<file path="src/design/fl_ptw_pkg.sv">
`default_nettype none

package fl_ptw_pkg;

  // Fixed field geometry
  localparam int IDX_W       = 9;
  localparam int ENTRIES     = 512;
  localparam int ENTRY_W     = 64;
  localparam int FRAME_SHIFT = 12;
  localparam int PAGE_W      = 52;
  localparam int VPN_W       = 45;
  localparam int ROOT_W      = 6;
  localparam int CFG_IDX_W   = 2;
  localparam int CFG_DATA_W  = 7;
  localparam logic [6:0] FIRST_FREE_RST = 7'd1;

  // Item kinds
  localparam logic [1:0] KIND_QUERY  = 2'd0;
  localparam logic [1:0] KIND_MAP    = 2'd1;
  localparam logic [1:0] KIND_UNMAP  = 2'd2;
  localparam logic [1:0] KIND_UNUSED = 2'd3;

  // Configuration register indexes
  localparam logic [CFG_IDX_W-1:0] CFG_ROOT_FRAME       = 2'd0;
  localparam logic [CFG_IDX_W-1:0] CFG_FIRST_FREE_FRAME = 2'd1;

  typedef struct packed {
    logic [1:0]        kind;
    logic [VPN_W-1:0]  virtual_page;
    logic [PAGE_W-1:0] physical_page;
  } in_item_t;

  typedef struct packed {
    logic              mapped;
    logic [PAGE_W-1:0] found_page;
    logic              out_of_frames;
  } out_item_t;

  // What a table write stores
  typedef enum logic [1:0] {
    WR_ALLOC = 2'd0,
    WR_LEAF  = 2'd1,
    WR_UNMAP = 2'd2
  } wr_sel_t;

  // Controller to datapath
  typedef struct packed {
    logic    load;
    logic    rd;
    logic    wr;
    wr_sel_t wr_sel;
    logic    descend_entry;
    logic    descend_fresh;
    logic    finish;
    logic    fin_hit;
    logic    fin_oof;
    logic    clear_step;
  } cmd_t;

  // Datapath to controller
  typedef struct packed {
    logic [1:0] in_kind;
    logic [1:0] kind;
    logic       ent_valid;
    logic       last;
    logic       exhausted;
    logic       clear_last;
  } sts_t;

endpackage

`default_nettype wire

</file>
<file path="src/design/fl_ptw_ctrl.sv">
`default_nettype none

module fl_ptw_ctrl
  import fl_ptw_pkg::*;
(
  input  wire logic clk,
  input  wire logic rst_n,
  input  wire logic start,
  input  wire sts_t sts,
  output cmd_t      cmd,
  output logic      busy
);

  typedef enum logic [3:0] {
    S_CLEAR = 4'b0001,
    S_IDLE  = 4'b0010,
    S_READ  = 4'b0100,
    S_CHECK = 4'b1000
  } state_t;

  state_t state_r, state_nxt;

  always_ff @(posedge clk) begin
    if (!rst_n) begin
      state_r <= S_CLEAR;
    end else begin
      state_r <= state_nxt;
    end
  end

  assign busy = (state_r != S_IDLE);

  // Walk sequencing: at most one table access per cycle
  always_comb begin
    cmd       = '0;
    state_nxt = state_r;
    case (state_r)
      S_CLEAR: begin
        cmd.clear_step = 1'b1;
        if (sts.clear_last) begin
          state_nxt = S_IDLE;
        end
      end
      S_IDLE: begin
        if (start) begin
          cmd.load = 1'b1;
          if (sts.in_kind == KIND_UNUSED) begin
            cmd.finish = 1'b1;
          end else begin
            state_nxt = S_READ;
          end
        end
      end
      S_READ: begin
        // map needs no read of the leaf, it just writes it
        if (sts.kind == KIND_MAP && sts.last) begin
          cmd.wr     = 1'b1;
          cmd.wr_sel = WR_LEAF;
          cmd.finish = 1'b1;
          state_nxt  = S_IDLE;
        end else begin
          cmd.rd    = 1'b1;
          state_nxt = S_CHECK;
        end
      end
      S_CHECK: begin
        case (sts.kind)
          KIND_QUERY: begin
            if (sts.last) begin
              cmd.finish  = 1'b1;
              cmd.fin_hit = sts.ent_valid;
              state_nxt   = S_IDLE;
            end else if (!sts.ent_valid) begin
              cmd.finish = 1'b1;
              state_nxt  = S_IDLE;
            end else begin
              cmd.descend_entry = 1'b1;
              state_nxt         = S_READ;
            end
          end
          KIND_MAP: begin
            if (sts.ent_valid) begin
              cmd.descend_entry = 1'b1;
              state_nxt         = S_READ;
            end else if (sts.exhausted) begin
              cmd.finish  = 1'b1;
              cmd.fin_oof = 1'b1;
              state_nxt   = S_IDLE;
            end else begin
              cmd.wr            = 1'b1;
              cmd.wr_sel        = WR_ALLOC;
              cmd.descend_fresh = 1'b1;
              state_nxt         = S_READ;
            end
          end
          KIND_UNMAP: begin
            if (sts.last) begin
              cmd.wr     = 1'b1;
              cmd.wr_sel = WR_UNMAP;
              cmd.finish = 1'b1;
              state_nxt  = S_IDLE;
            end else if (!sts.ent_valid) begin
              cmd.finish = 1'b1;
              state_nxt  = S_IDLE;
            end else begin
              cmd.descend_entry = 1'b1;
              state_nxt         = S_READ;
            end
          end
          default: begin
            cmd.finish = 1'b1;
            state_nxt  = S_IDLE;
          end
        endcase
      end
      default: begin
        state_nxt = S_CLEAR;
      end
    endcase
  end

endmodule

`default_nettype wire

</file>
<file path="config.mk">
export PLATFORM = sky130hd
export DESIGN_NAME = fl_ptw_ctrl
export DESIGN_NICKNAME = d
export VERILOG_FILES = /design/src/design/fl_ptw_pkg.sv /design/src/design/fl_ptw_ctrl.sv
export SDC_FILE = /design/constraint.sdc
export NUM_CORES = 1
export LEC_CHECK = 0
export BUFFER_PORTS_ARGS = -buffer_cell sky130_fd_sc_hd__buf_2
export CORE_AREA = 4 4 41 43
export DETAILED_ROUTE_END_ITERATION = 6
export DIE_AREA = 0 0 45 47
export GPL_ROUTABILITY_DRIVEN = 0
export PLACE_DENSITY = 0.7
export SLEW_MARGIN = 10
export SYNTH_ARGS = -nofsm -noshare
export SYNTH_HDL_FRONTEND = slang
export SYNTH_SLANG_ARGS = --single-unit
</file>
<file path="constraint.sdc">
create_clock -name clk -period 3 [get_ports clk]
set_clock_uncertainty 0.15 [all_clocks]
set_input_delay 0.6 -clock clk [delete_from_list [all_inputs] [get_ports clk]]
set_output_delay 0.6 -clock clk [all_outputs]
set_load 0.05 [all_outputs]
</file>
==> results of run 1 <==
-- cells by family (layout without fill, tap and decap cells) --
family,Yosys count,in the layout
buffers and inverters,7,33
adder cells (fa/ha/maj),4,4
XOR/XNOR,1,1
flip-flops,4,4
AND/OR/NAND/NOR,26,26
AO/OA/AOI/OAI,13,13
-- metal layers --
layer	vias to the layer above	share of wire, %	GRT usage, %
met1	237	42	15.4
met3	0	5.3	4.21
met5	-	0	0
met2	12	53	20.6
li1	256	-	-
met4	0	0	5.26
-- critical path, delay by kind of cell --
| family | cells | cell delay (ns) |
|---|---|---|
| compound gates | 2 | 0.36 |
| buf+inv | 3 | 0.44 |
| simple gates | 2 | 0.33 |
| fa+ha+maj | 1 | 0.23 |
-- stage by stage --
stage / instances / cell area (um2) / power (mW) / setup WS, ns / utilization (%)
2_1_floorplan: 55 / 430 / 0.0892 / 0.151 / -
3_3_place_gp: 93 / 567 / 0.105 / 0.351 / 43.6
3_5_place_dp: 93 / 567 / 0.106 / 0.300 / 43.6
4_1_cts: 96 / 589 / 0.174 / 0.288 / 45.3
5_1_grt: 96 / 589 / 0.187 / 0.166 / 45.3
6_report: 96 / 589 / 0.172 / 0.277 / 45.3
-- worst paths after layout --
path | startpoint | slack [ns] | to | cells after the start
max reg2reg | state_r[3] | 1.22 | state_r[2] | 4
min reg2reg | state_r[2] | 0.62 | state_r[0] | 3
max | sts[5] | 0.28 | cmd[3] | 8
min | rst_n | 0.45 | state_r[3] | 2
-- placed cells by master (no fill, tap or decap), types with 2 or more instances in the layout --
cell,count
buf_2,22
inv_1,7
nand2_1,6
nor2_1,6
nor4b_1,4
ha_1,4
dfxtp_1,4
clkbuf_4,3
nor2b_1,2
and2_1,2
and3_1,2
a22o_1,2
a21boi_1,2
-- synthesized netlist by cell type (all sizes together) --
library cell,n,share of area [%]
a2111oi,1,3.5
a21boi,2,3.5
a21oi,1,1.2
a22o,2,4.1
a311o,1,2.4
a31o,1,2.1
a31oi,1,1.5
and2,2,2.9
and3,2,2.9
dfxtp,4,19
ha,4,12
inv,7,6.2
nand2,6,5.3
nand4bb,1,2.7
nor2,6,5.3
nor2b,2,2.9
nor3,1,1.2
nor4,1,1.5
nor4b,4,8.3
o21ai,2,2.4
o22ai,1,1.5
o41a,1,2.7
or4b,1,3.2
xnor2,1,2.1
-- final cells by class --
type                    count  area (um2)
fillers                   145         712
clock buffers               3        22.5
multi-input cells          44         324
inverters                   7        26.3
well taps                  15        18.8
repair buffers             23         118
flip-flops and latches      4        80.1
-- power by group through the flow --
stage	logic (mW)	clock network [mW]	registers, mW
2_1_floorplan	0.0298	0	0.0595
3_3_place_gp	0.0451	0	0.0601
3_5_place_dp	0.0460	0	0.0603
4_1_cts	0.0462	0.0682	0.0598
5_1_grt	0.0513	0.0754	0.0600
6_report	0.0462	0.0656	0.0598
==> results.md, run 1 <==
* Switching Fraction at 30.9%
* Cell Area, Synth at 424 um2
* Core footprint at 1300 um2
* RSZ-0062 raised after global routing: no
* Crit-path slowest cell: buf_2
* Crit-path cells: buf_2, inv_1, ha_1, nor2b_1, nand2_1, a31oi_1, a311o_1, buf_2
* DIE AREA at 2120 um2
* Required @ worst endpoint at 2.25 ns
* CTS max path bufs at 2
* Post-synthesis adder-cell area fraction at 11.8%
* Final period util at 90.8%
* Mean post-synth cell area at 7.71 um2
* Post-CTS Resized at 0
* Hold-fix buffers, CTS at 0
* Critical Path Max Stage Delay at 0.25 ns
* Arrival @ worst endpoint at 1.97 ns
* Total track usage at 12.7%
* Initial core utilization at 32.6%
* Most flop-heavy register: state_r
* Worst-margin pin slew at 0.503 ns
* Sequential area share after synthesis at 18.9%
* Multiplexer share of the synthesized area at 0%
* DRT iter0 DRCs at 8
* Final-report setup violation count at 0
* DRC at 0
* First-pass GRT wire length at 1990 um
* # IOs at 23
* Largest regs: state_r (4)
* CTS Buf Count at 3
* Slew HR at 66.0%
* Maxcap violations at 0
* Proportion of layout cells with a drive suffix above 1 at 37.0%
* Max reg flops at 4
* DRT Pass-1 Iters at 4
* Final Critical Period at 2.72 ns
* Combinational Power Share at 26.9%
* Clock Power Share at 38.3%
* # H-tree levels at 1
* Post-Synth XOR/XNOR Area at 2.06%
* Nets at 98
* Seq pwr share at 34.8%
* Most used cell, CP: buf_2
* Die Wd at 45 um
* Detail Route Antenna Nets at 0
* Static Leak at 0.285 nW
* Vias in the first global route at 484
* Cell internal pwr at 0.119 mW
* Crit Path Max Fanout at 5
* Diodes inserted at 0
* Setup TNS Final at 0 ns
* Slew Limit Fails at 0
* Hold WS at 0.449 ns
* Kind of critical path: in2out
* Syn Inst Count at 55
* Root Buffer: clkbuf_4
* GRT overflow at 0
* Library cells used by synthesis at 25
* Wire length per cell at 11.7 um
* Post-synthesis simple-gate area fraction at 36.3%
* Final Hold Viols at 0
* Total number of vias at 505
* Synth warn at 0
* CTS sink count at 4
* Worst IR Drop VDD at 274 uV
* Largest family of logic cells by synthesized area: simple AND/OR/NAND/NOR gates
* Total net switching power at 0.0530 mW
* Vias per cell at 5.26
* Worst hold path class: in2reg
* Buffers on Ports at 22
* Seq cells post-synth at 4
* Power Dens Cells at 291 nW/um2
* Status: completed
* Syn_nets at 70
* Rows at 13
* Die height at 47 um
* CP Launch Type: primary input
* Clk_lat worst skew at 0.23 ns
* Post-DP HPWL at 912 um
* Clock transition at path regs at 0.04 ns
* Layout area overhead at 38.9%
* F_max at 0.367 GHz
* Initial antenna violation count at 0
* Synth Area in Compound Gates at 24.8%
* Post-CTS setup buffers at 0
* Wirelength, routed at 1130 um
* Largest net degree at the start of global routing at 8
* Crit path capture type: primary output
* TritonCTS clock tree: yes
(Power assumes the default switching activity.)
==> run 2: changes to the inputs <==
Settings changed: SETUP_SLACK_MARGIN set to 0.4.
==> results.md, run 2 (synthesis gave the netlist of run 1 again) <==
* Hold Startpoint: rst_n
* Static Leak at 0.293 nW (+3.1%)
* Slew HR at 66.7% (+0.74 points)
* Rows at 13 (unchanged)
* Arrival @ worst endpoint at 1.84 ns (-0.13 ns)
* Commonest non-fill, non-tap cell in the layout: buf_2
* Multi-input combinational cell area at 360 um2 (+11%)
* Final Hold Viols at 0 (unchanged)
* Required @ worst endpoint at 2.25 ns (about the same)
* R2R cell count at 4 (unchanged)
* Crit path capture type: primary output
* Die Wd at 45 um (unchanged)
* Final period util at 86.2% (-4.6 points)
* M2 GR Usage at 16.9% (-3.7 points)
* Setup TNS Final at 0 ns (unchanged)
* Crit-path slowest cell: a311o_2
* Placement Setup Slack at 0.306 ns (+0.00520 ns)
* Worst-margin pin slew at 0.492 ns (-0.0110 ns)
* FF/Latch Area at 81.3 um2 (+1.6%)
* Hold-fix buffers, CTS at 0 (unchanged)
* # IOs at 23 (unchanged)
* Worst IR Drop VDD at 168 uV (-39%)
* CTS Buf Count at 3 (unchanged)
* Worst hold path class: in2reg
* Post-DP HPWL at 921 um (+0.90%)
* Kind of critical path: in2out
* F_max at 0.387 GHz (+5.3%)
* CP Launch Type: primary input
* Clk_lat worst skew at 0.22 ns (about the same)
* Clock transition at path regs at 0.03 ns (about the same)
* Die height at 47 um (unchanged)
* DIE AREA at 2120 um2 (unchanged)
* Root Buffer: clkbuf_4
* WHS Path Cells at 2 (unchanged)
* Proportion of layout cells with a drive suffix above 1 at 46.9% (+9.9 points)
* First-pass GRT wire length at 1680 um (-16%)
* Maxcap violations at 0 (unchanged)
* Vias in the first global route at 427 (-12%)
* Crit Path Max Fanout at 4 (-1)
* Commonest cells after routing, fill and taps aside: 20 x buf_2, 7 x inv_1, 6 x nand2_1, 6 x nor2_1, 4 x clkbuf_4
* Total track usage at 10.7% (-2.0 points)
* Largest regs: state_r (4)
* CTS sink count at 4 (unchanged)
* Power Dens Cells at 271 nW/um2 (-7.0%)
* Buffers on Ports at 22 (unchanged)
* DRT Pass-1 Iters at 4 (unchanged)
* Slew Limit Fails at 0 (unchanged)
* DRT iter0 DRCs at 5 (-3)
* DRC at 0 (unchanged)
* # fillers at 128 (-12%)
* Reg-to-Reg Start: state_r[2]
* Max reg flops at 4 (unchanged)
* Most flop-heavy register: state_r
* Nets at 98 (unchanged)
* Final WS setup at 0.415 ns (+0.137 ns)
* Final core occ at 48.6% (+3.3 points)
* Met3 usage at 2.30% (-1.9 points)
* Critical Path Max Stage Delay at 0.31 ns (+0.06 ns)
* Total number of vias at 489 (-3.2%)
* Finished Cell Area at 632 um2 (+7.2%)
* Initial core utilization at 32.6% (unchanged)
* Reg2Reg Setup Slack at 1.23 ns (about the same)
* RSZ-0062 raised after global routing: yes
* TritonCTS clock tree: yes
* M1 GR Usage at 14.3% (-1.1 points)
* Vias per cell at 5.09 (-3.2%)
* Wirelength, routed at 1120 um (-0.18%)
* Core footprint at 1300 um2 (unchanged)
* Wire length per cell at 11.7 um (-0.18%)
* Largest net degree at the start of global routing at 8 (unchanged)
* Launch point of the worst path: sts[4]
* CTS max path bufs at 2 (unchanged)
* Top Usage Layer GRT: met2
* Final Critical Period at 2.59 ns (-0.137 ns)
* Detail Route Antenna Nets at 0 (unchanged)
* Initial antenna violation count at 0 (unchanged)
* Layout area overhead at 49.0%
* Crit-path cells: buf_2, inv_1, ha_1, o22ai_2, a31oi_2, a311o_2, buf_4
* Status: completed
* Diodes inserted at 0 (unchanged)
* # H-tree levels at 1 (unchanged)
* Final-report setup violation count at 0 (unchanged)
* Post-CTS setup buffers at 0 (unchanged)
* Placed cell areas at 574 um2 (+1.3%)
* GRT overflow at 0 (unchanged)
* Total power at 0.171 mW (-0.33%)
-- run 2: area by class of cell --
type	count	area share [%]
flip-flops and latches	4	12.9
multi-input cells	44	57.0
inverters	7	4.16
clock buffers	3	3.56
repair buffers	23	19.4
well taps	15	2.97
-- run 2: final timing paths --
check                to
max              cmd[3]
min          state_r[3]
max reg2reg  state_r[2]
min reg2reg  state_r[0]
-- run 2: per-stage QoR --
| stage | instances | hold slack, ns |
|---|---|---|
| 2_1_floorplan | 55 | 0.525 |
| 6_report | 96 | 0.463 |
| 3_3_place_gp | 93 | 0.593 |
| 5_1_grt | 96 | 0.459 |
| 4_1_cts | 96 | 0.461 |
| 3_5_place_dp | 93 | 0.628 |
-- run 2: worst max-delay path, delay by kind of cell --
family / cells / cell delay (ns)
buf+inv: 3 / 0.35
fa+ha+maj: 1 / 0.25
compound gates: 3 / 0.63
-- run 2: what timing repair did --
| action | in CTS | in global routing |
|---|---|---|
| resized for setup | 3 | 6 |
| setup endpoints to repair | 1 | 3 |
| pin swaps | 0 | 0 |
-- run 2: per-layer routing --
metal  share of wire (%)  routed length (um)  vias to the layer above
met1                  46                 511                      217
li1                    -                   -                      254
met4                   0                   0                        0
met5                   0                   0                        -
met2                  47                 529                       18
met3                 7.4                  83                        0
-- run 2: where the power goes --
| group | internal [mW] | total, mW | switching [mW] |
|---|---|---|---|
| clock network | 0.0443 | 0.0610 | 0.0166 |
| registers | 0.0558 | 0.0603 | 0.00450 |
| logic | 0.0202 | 0.0497 | 0.0295 |
==> run 3: changes to the inputs <==
Settings changed: ABC_AREA set to 1, PLACE_DENSITY 0.7 to 0.74.
==> results.md, run 3 <==
* Status: completed
* Synth warn at 0 (unchanged)
* Core footprint at 1300 um2 (unchanged)
* # IOs at 23 (unchanged)
* CP Launch Type: primary input
* Static Leak at 0.358 nW (+22%)
* Cell Area, Synth at 464 um2 (+9.4%)
* Wirelength, routed at 1240 um (+11%)
* CTS sink count at 4 (unchanged)
* Die height at 47 um (unchanged)
* Post-synth top area share at 17.3% (-1.6 points)
* Commonest non-fill, non-tap cell in the layout: buf_2
* Mean post-synth cell area at 6.36 um2 (-18%)
* Final period util at 83.4% (-2.8 points)
* Detail Route Antenna Nets at 0 (unchanged)
* Sequential area share after synthesis at 17.3% (-1.6 points)
* Post-synth EDFFs at 0 (unchanged)
* Crit-path slowest cell: clkbuf_4
* Layout area overhead at 36.9%
* Library cells used by synthesis at 19 (-24%)
* Syn_nets at 88 (+26%)
* Slew HR at 82.8% (+16 points)
* Clock transition at path regs at 0.04 ns (about the same)
* # fillers at 152 (+19%)
* Finished Cell Area at 636 um2 (+0.59%)
* Maxcap violations at 0 (unchanged)
* Total power at 0.284 mW (+66%)
* Slew Limit Fails at 0 (unchanged)
* Clk_lat worst skew at 0.25 ns (+0.03 ns)
* Most flop-heavy register: state_r
* TritonCTS clock tree: yes
* Largest net degree at the start of global routing at 6 (-2)
* Final WS setup at 0.499 ns (+0.0845 ns)
* Nets at 115 (+17%)
* Top FF cell, synth: dfxtp_1
* Rows at 13 (unchanged)
* CTS Buf Count at 3 (unchanged)
* Cell taking the most area after synthesis: dfxtp_1
* Crit-path cells: buf_2, inv_1, ha_1, inv_1, nand2_1, nand2_1, nand3_1, nand2_1, o311ai_2, clkbuf_4
* Initial antenna violation count at 0 (unchanged)
* Worst-margin pin slew at 0.260 ns (-0.232 ns)
* Vias in the first global route at 487 (+14%)
* Crit path capture type: primary output
* Buffers on Ports at 22 (unchanged)
* Synth area leaders: dfxtp_1 17%, inv_1 12%, nand2_1 12%, ha_1 11%, nand3_1 7.5%
* # H-tree levels at 1 (unchanged)
* Die Wd at 45 um (unchanged)
* Arrival @ worst endpoint at 1.75 ns (-0.09 ns)
* Initial core utilization at 35.7% (+3.1 points)
* Setup TNS Final at 0 ns (unchanged)
* DRC at 0 (unchanged)
* Total number of vias at 558 (+14%)
* Synth async-reset ratio at 0% (unchanged)
* Commonest cells in the netlist: 15 x inv_1, 15 x nand2_1, 7 x nand3_1, 5 x nor2_1
* DRT Pass-1 Iters at 6 (+2)
* Post-DP HPWL at 1050 um (+14%)
* Worst IR Drop VDD at 351 uV (+110%)
* Required @ worst endpoint at 2.25 ns (about the same)
* Largest regs: state_r (4)
* Diodes inserted at 0 (unchanged)
* CTS max path bufs at 2 (unchanged)
* Commonest cells after routing, fill and taps aside: 21 x buf_2, 15 x inv_1, 15 x nand2_1, 7 x nand3_1, 5 x nor2_1
* RSZ-0062 raised after global routing: no
* Proportion of layout cells with a drive suffix above 1 at 42.9% (-4.1 points)
* Crit Path Max Fanout at 3 (-1)
* Placed cell areas at 611 um2 (+6.3%)
* Final Critical Period at 2.50 ns (-0.0845 ns)
* Seq cells post-synth at 4 (unchanged)
* Power Dens Cells at 446 nW/um2 (+65%)
* Kind of critical path: in2out
* Hold-fix buffers, CTS at 0 (unchanged)
* Most used cell, CP: nand2_1
* Placement Setup Slack at 0.518 ns (+0.213 ns)
* Root Buffer: clkbuf_4
* Worst hold path class: in2reg
* Final Hold Viols at 0 (unchanged)
* GRT overflow at 0 (unchanged)
* F_max at 0.400 GHz (+3.4%)
* First-pass GRT wire length at 1980 um (+18%)
* Critical Path Max Stage Delay at 0.22 ns (-0.09 ns)
* Syn Inst Count at 73 (+33%)
* Total track usage at 13.6% (+2.9 points)
* DIE AREA at 2120 um2 (unchanged)
* Max reg flops at 4 (unchanged)
* Wire length per cell at 11.0 um (-6.0%)
* DRT iter0 DRCs at 14 (+9)
* Vias per cell at 4.94 (-3.1%)
* Final-report setup violation count at 0 (unchanged)
run 3: cell types whose count changed after synthesis, moves of 3 or more:
cell	change
nor2_4	+3
nor4b_1	-4
inv_2	+3
nand3_1	+7
inv_1	+8
nand2_1	+9
run 3: timing repair:
action	in CTS	in global routing
setup endpoints to repair	0	1
setup buffers	0	0
resized for setup	0	1
run 3: cells by family after synthesis:
group,count (synthesis),synth area share (%)
compound gates,6,9.17
fa+ha+maj,4,10.8
buf+inv,18,14.6
flops,4,17.3
simple gates,41,48.2
run 3: final timing paths:
check / endpoint / startpoint / slack, ns / cells past startpoint
hold / removal: state_r[0] / rst_n / 0.41 / 2
setup / recovery: cmd[3] / sts[4] / 0.50 / 10
setup reg to reg: state_r[1] / state_r[1] / 1.70 / 7
hold reg to reg: state_r[3] / state_r[2] / 0.44 / 2
run 3: report_power, final:
| group | switching, mW | internal (mW) |
|---|---|---|
| logic | 0.0949 | 0.0441 |
| registers | 0.0119 | 0.0626 |
| clock network | 0.0251 | 0.0449 |
run 3: worst max-delay path: cells and delay by family:
kind / cells / cell delay, ns
compound gates: 1 / 0.11
buf+inv: 4 / 0.49
fa+ha+maj: 1 / 0.20
simple gates: 4 / 0.35
run 3: cell type report:
cell class	count	area, um2	area share [%]
Clock buffer	3	22.5	3.54
Tap cell	15	18.8	2.95
Timing Repair Buffer	22	113	17.7
Sequential cell	4	80.1	12.6
Inverter	18	67.6	10.6
Multi-Input combinational cell	51	334	52.6
run 3: routing by layer:
layer / up-vias / part of all wire (%) / GRT usage, % / routed length (um)
met1: 249 / 40 / 15.9 / 492
met5: - / 0 / 0 / 0
li1: 281 / - / - / -
met3: 5 / 7.6 / 2.68 / 95
met4: 0 / 4.6 / 14.0 / 57
met2: 23 / 48 / 20.1 / 597
run 3: stage by stage:
step	hold slack, ns	std cells	utilization, %
floorplan	0.410	73	-
global placement	0.444	110	46.9
detailed placement	0.453	110	46.9
CTS	0.412	113	48.7
global route	0.416	113	48.8
finish	0.412	113	48.8
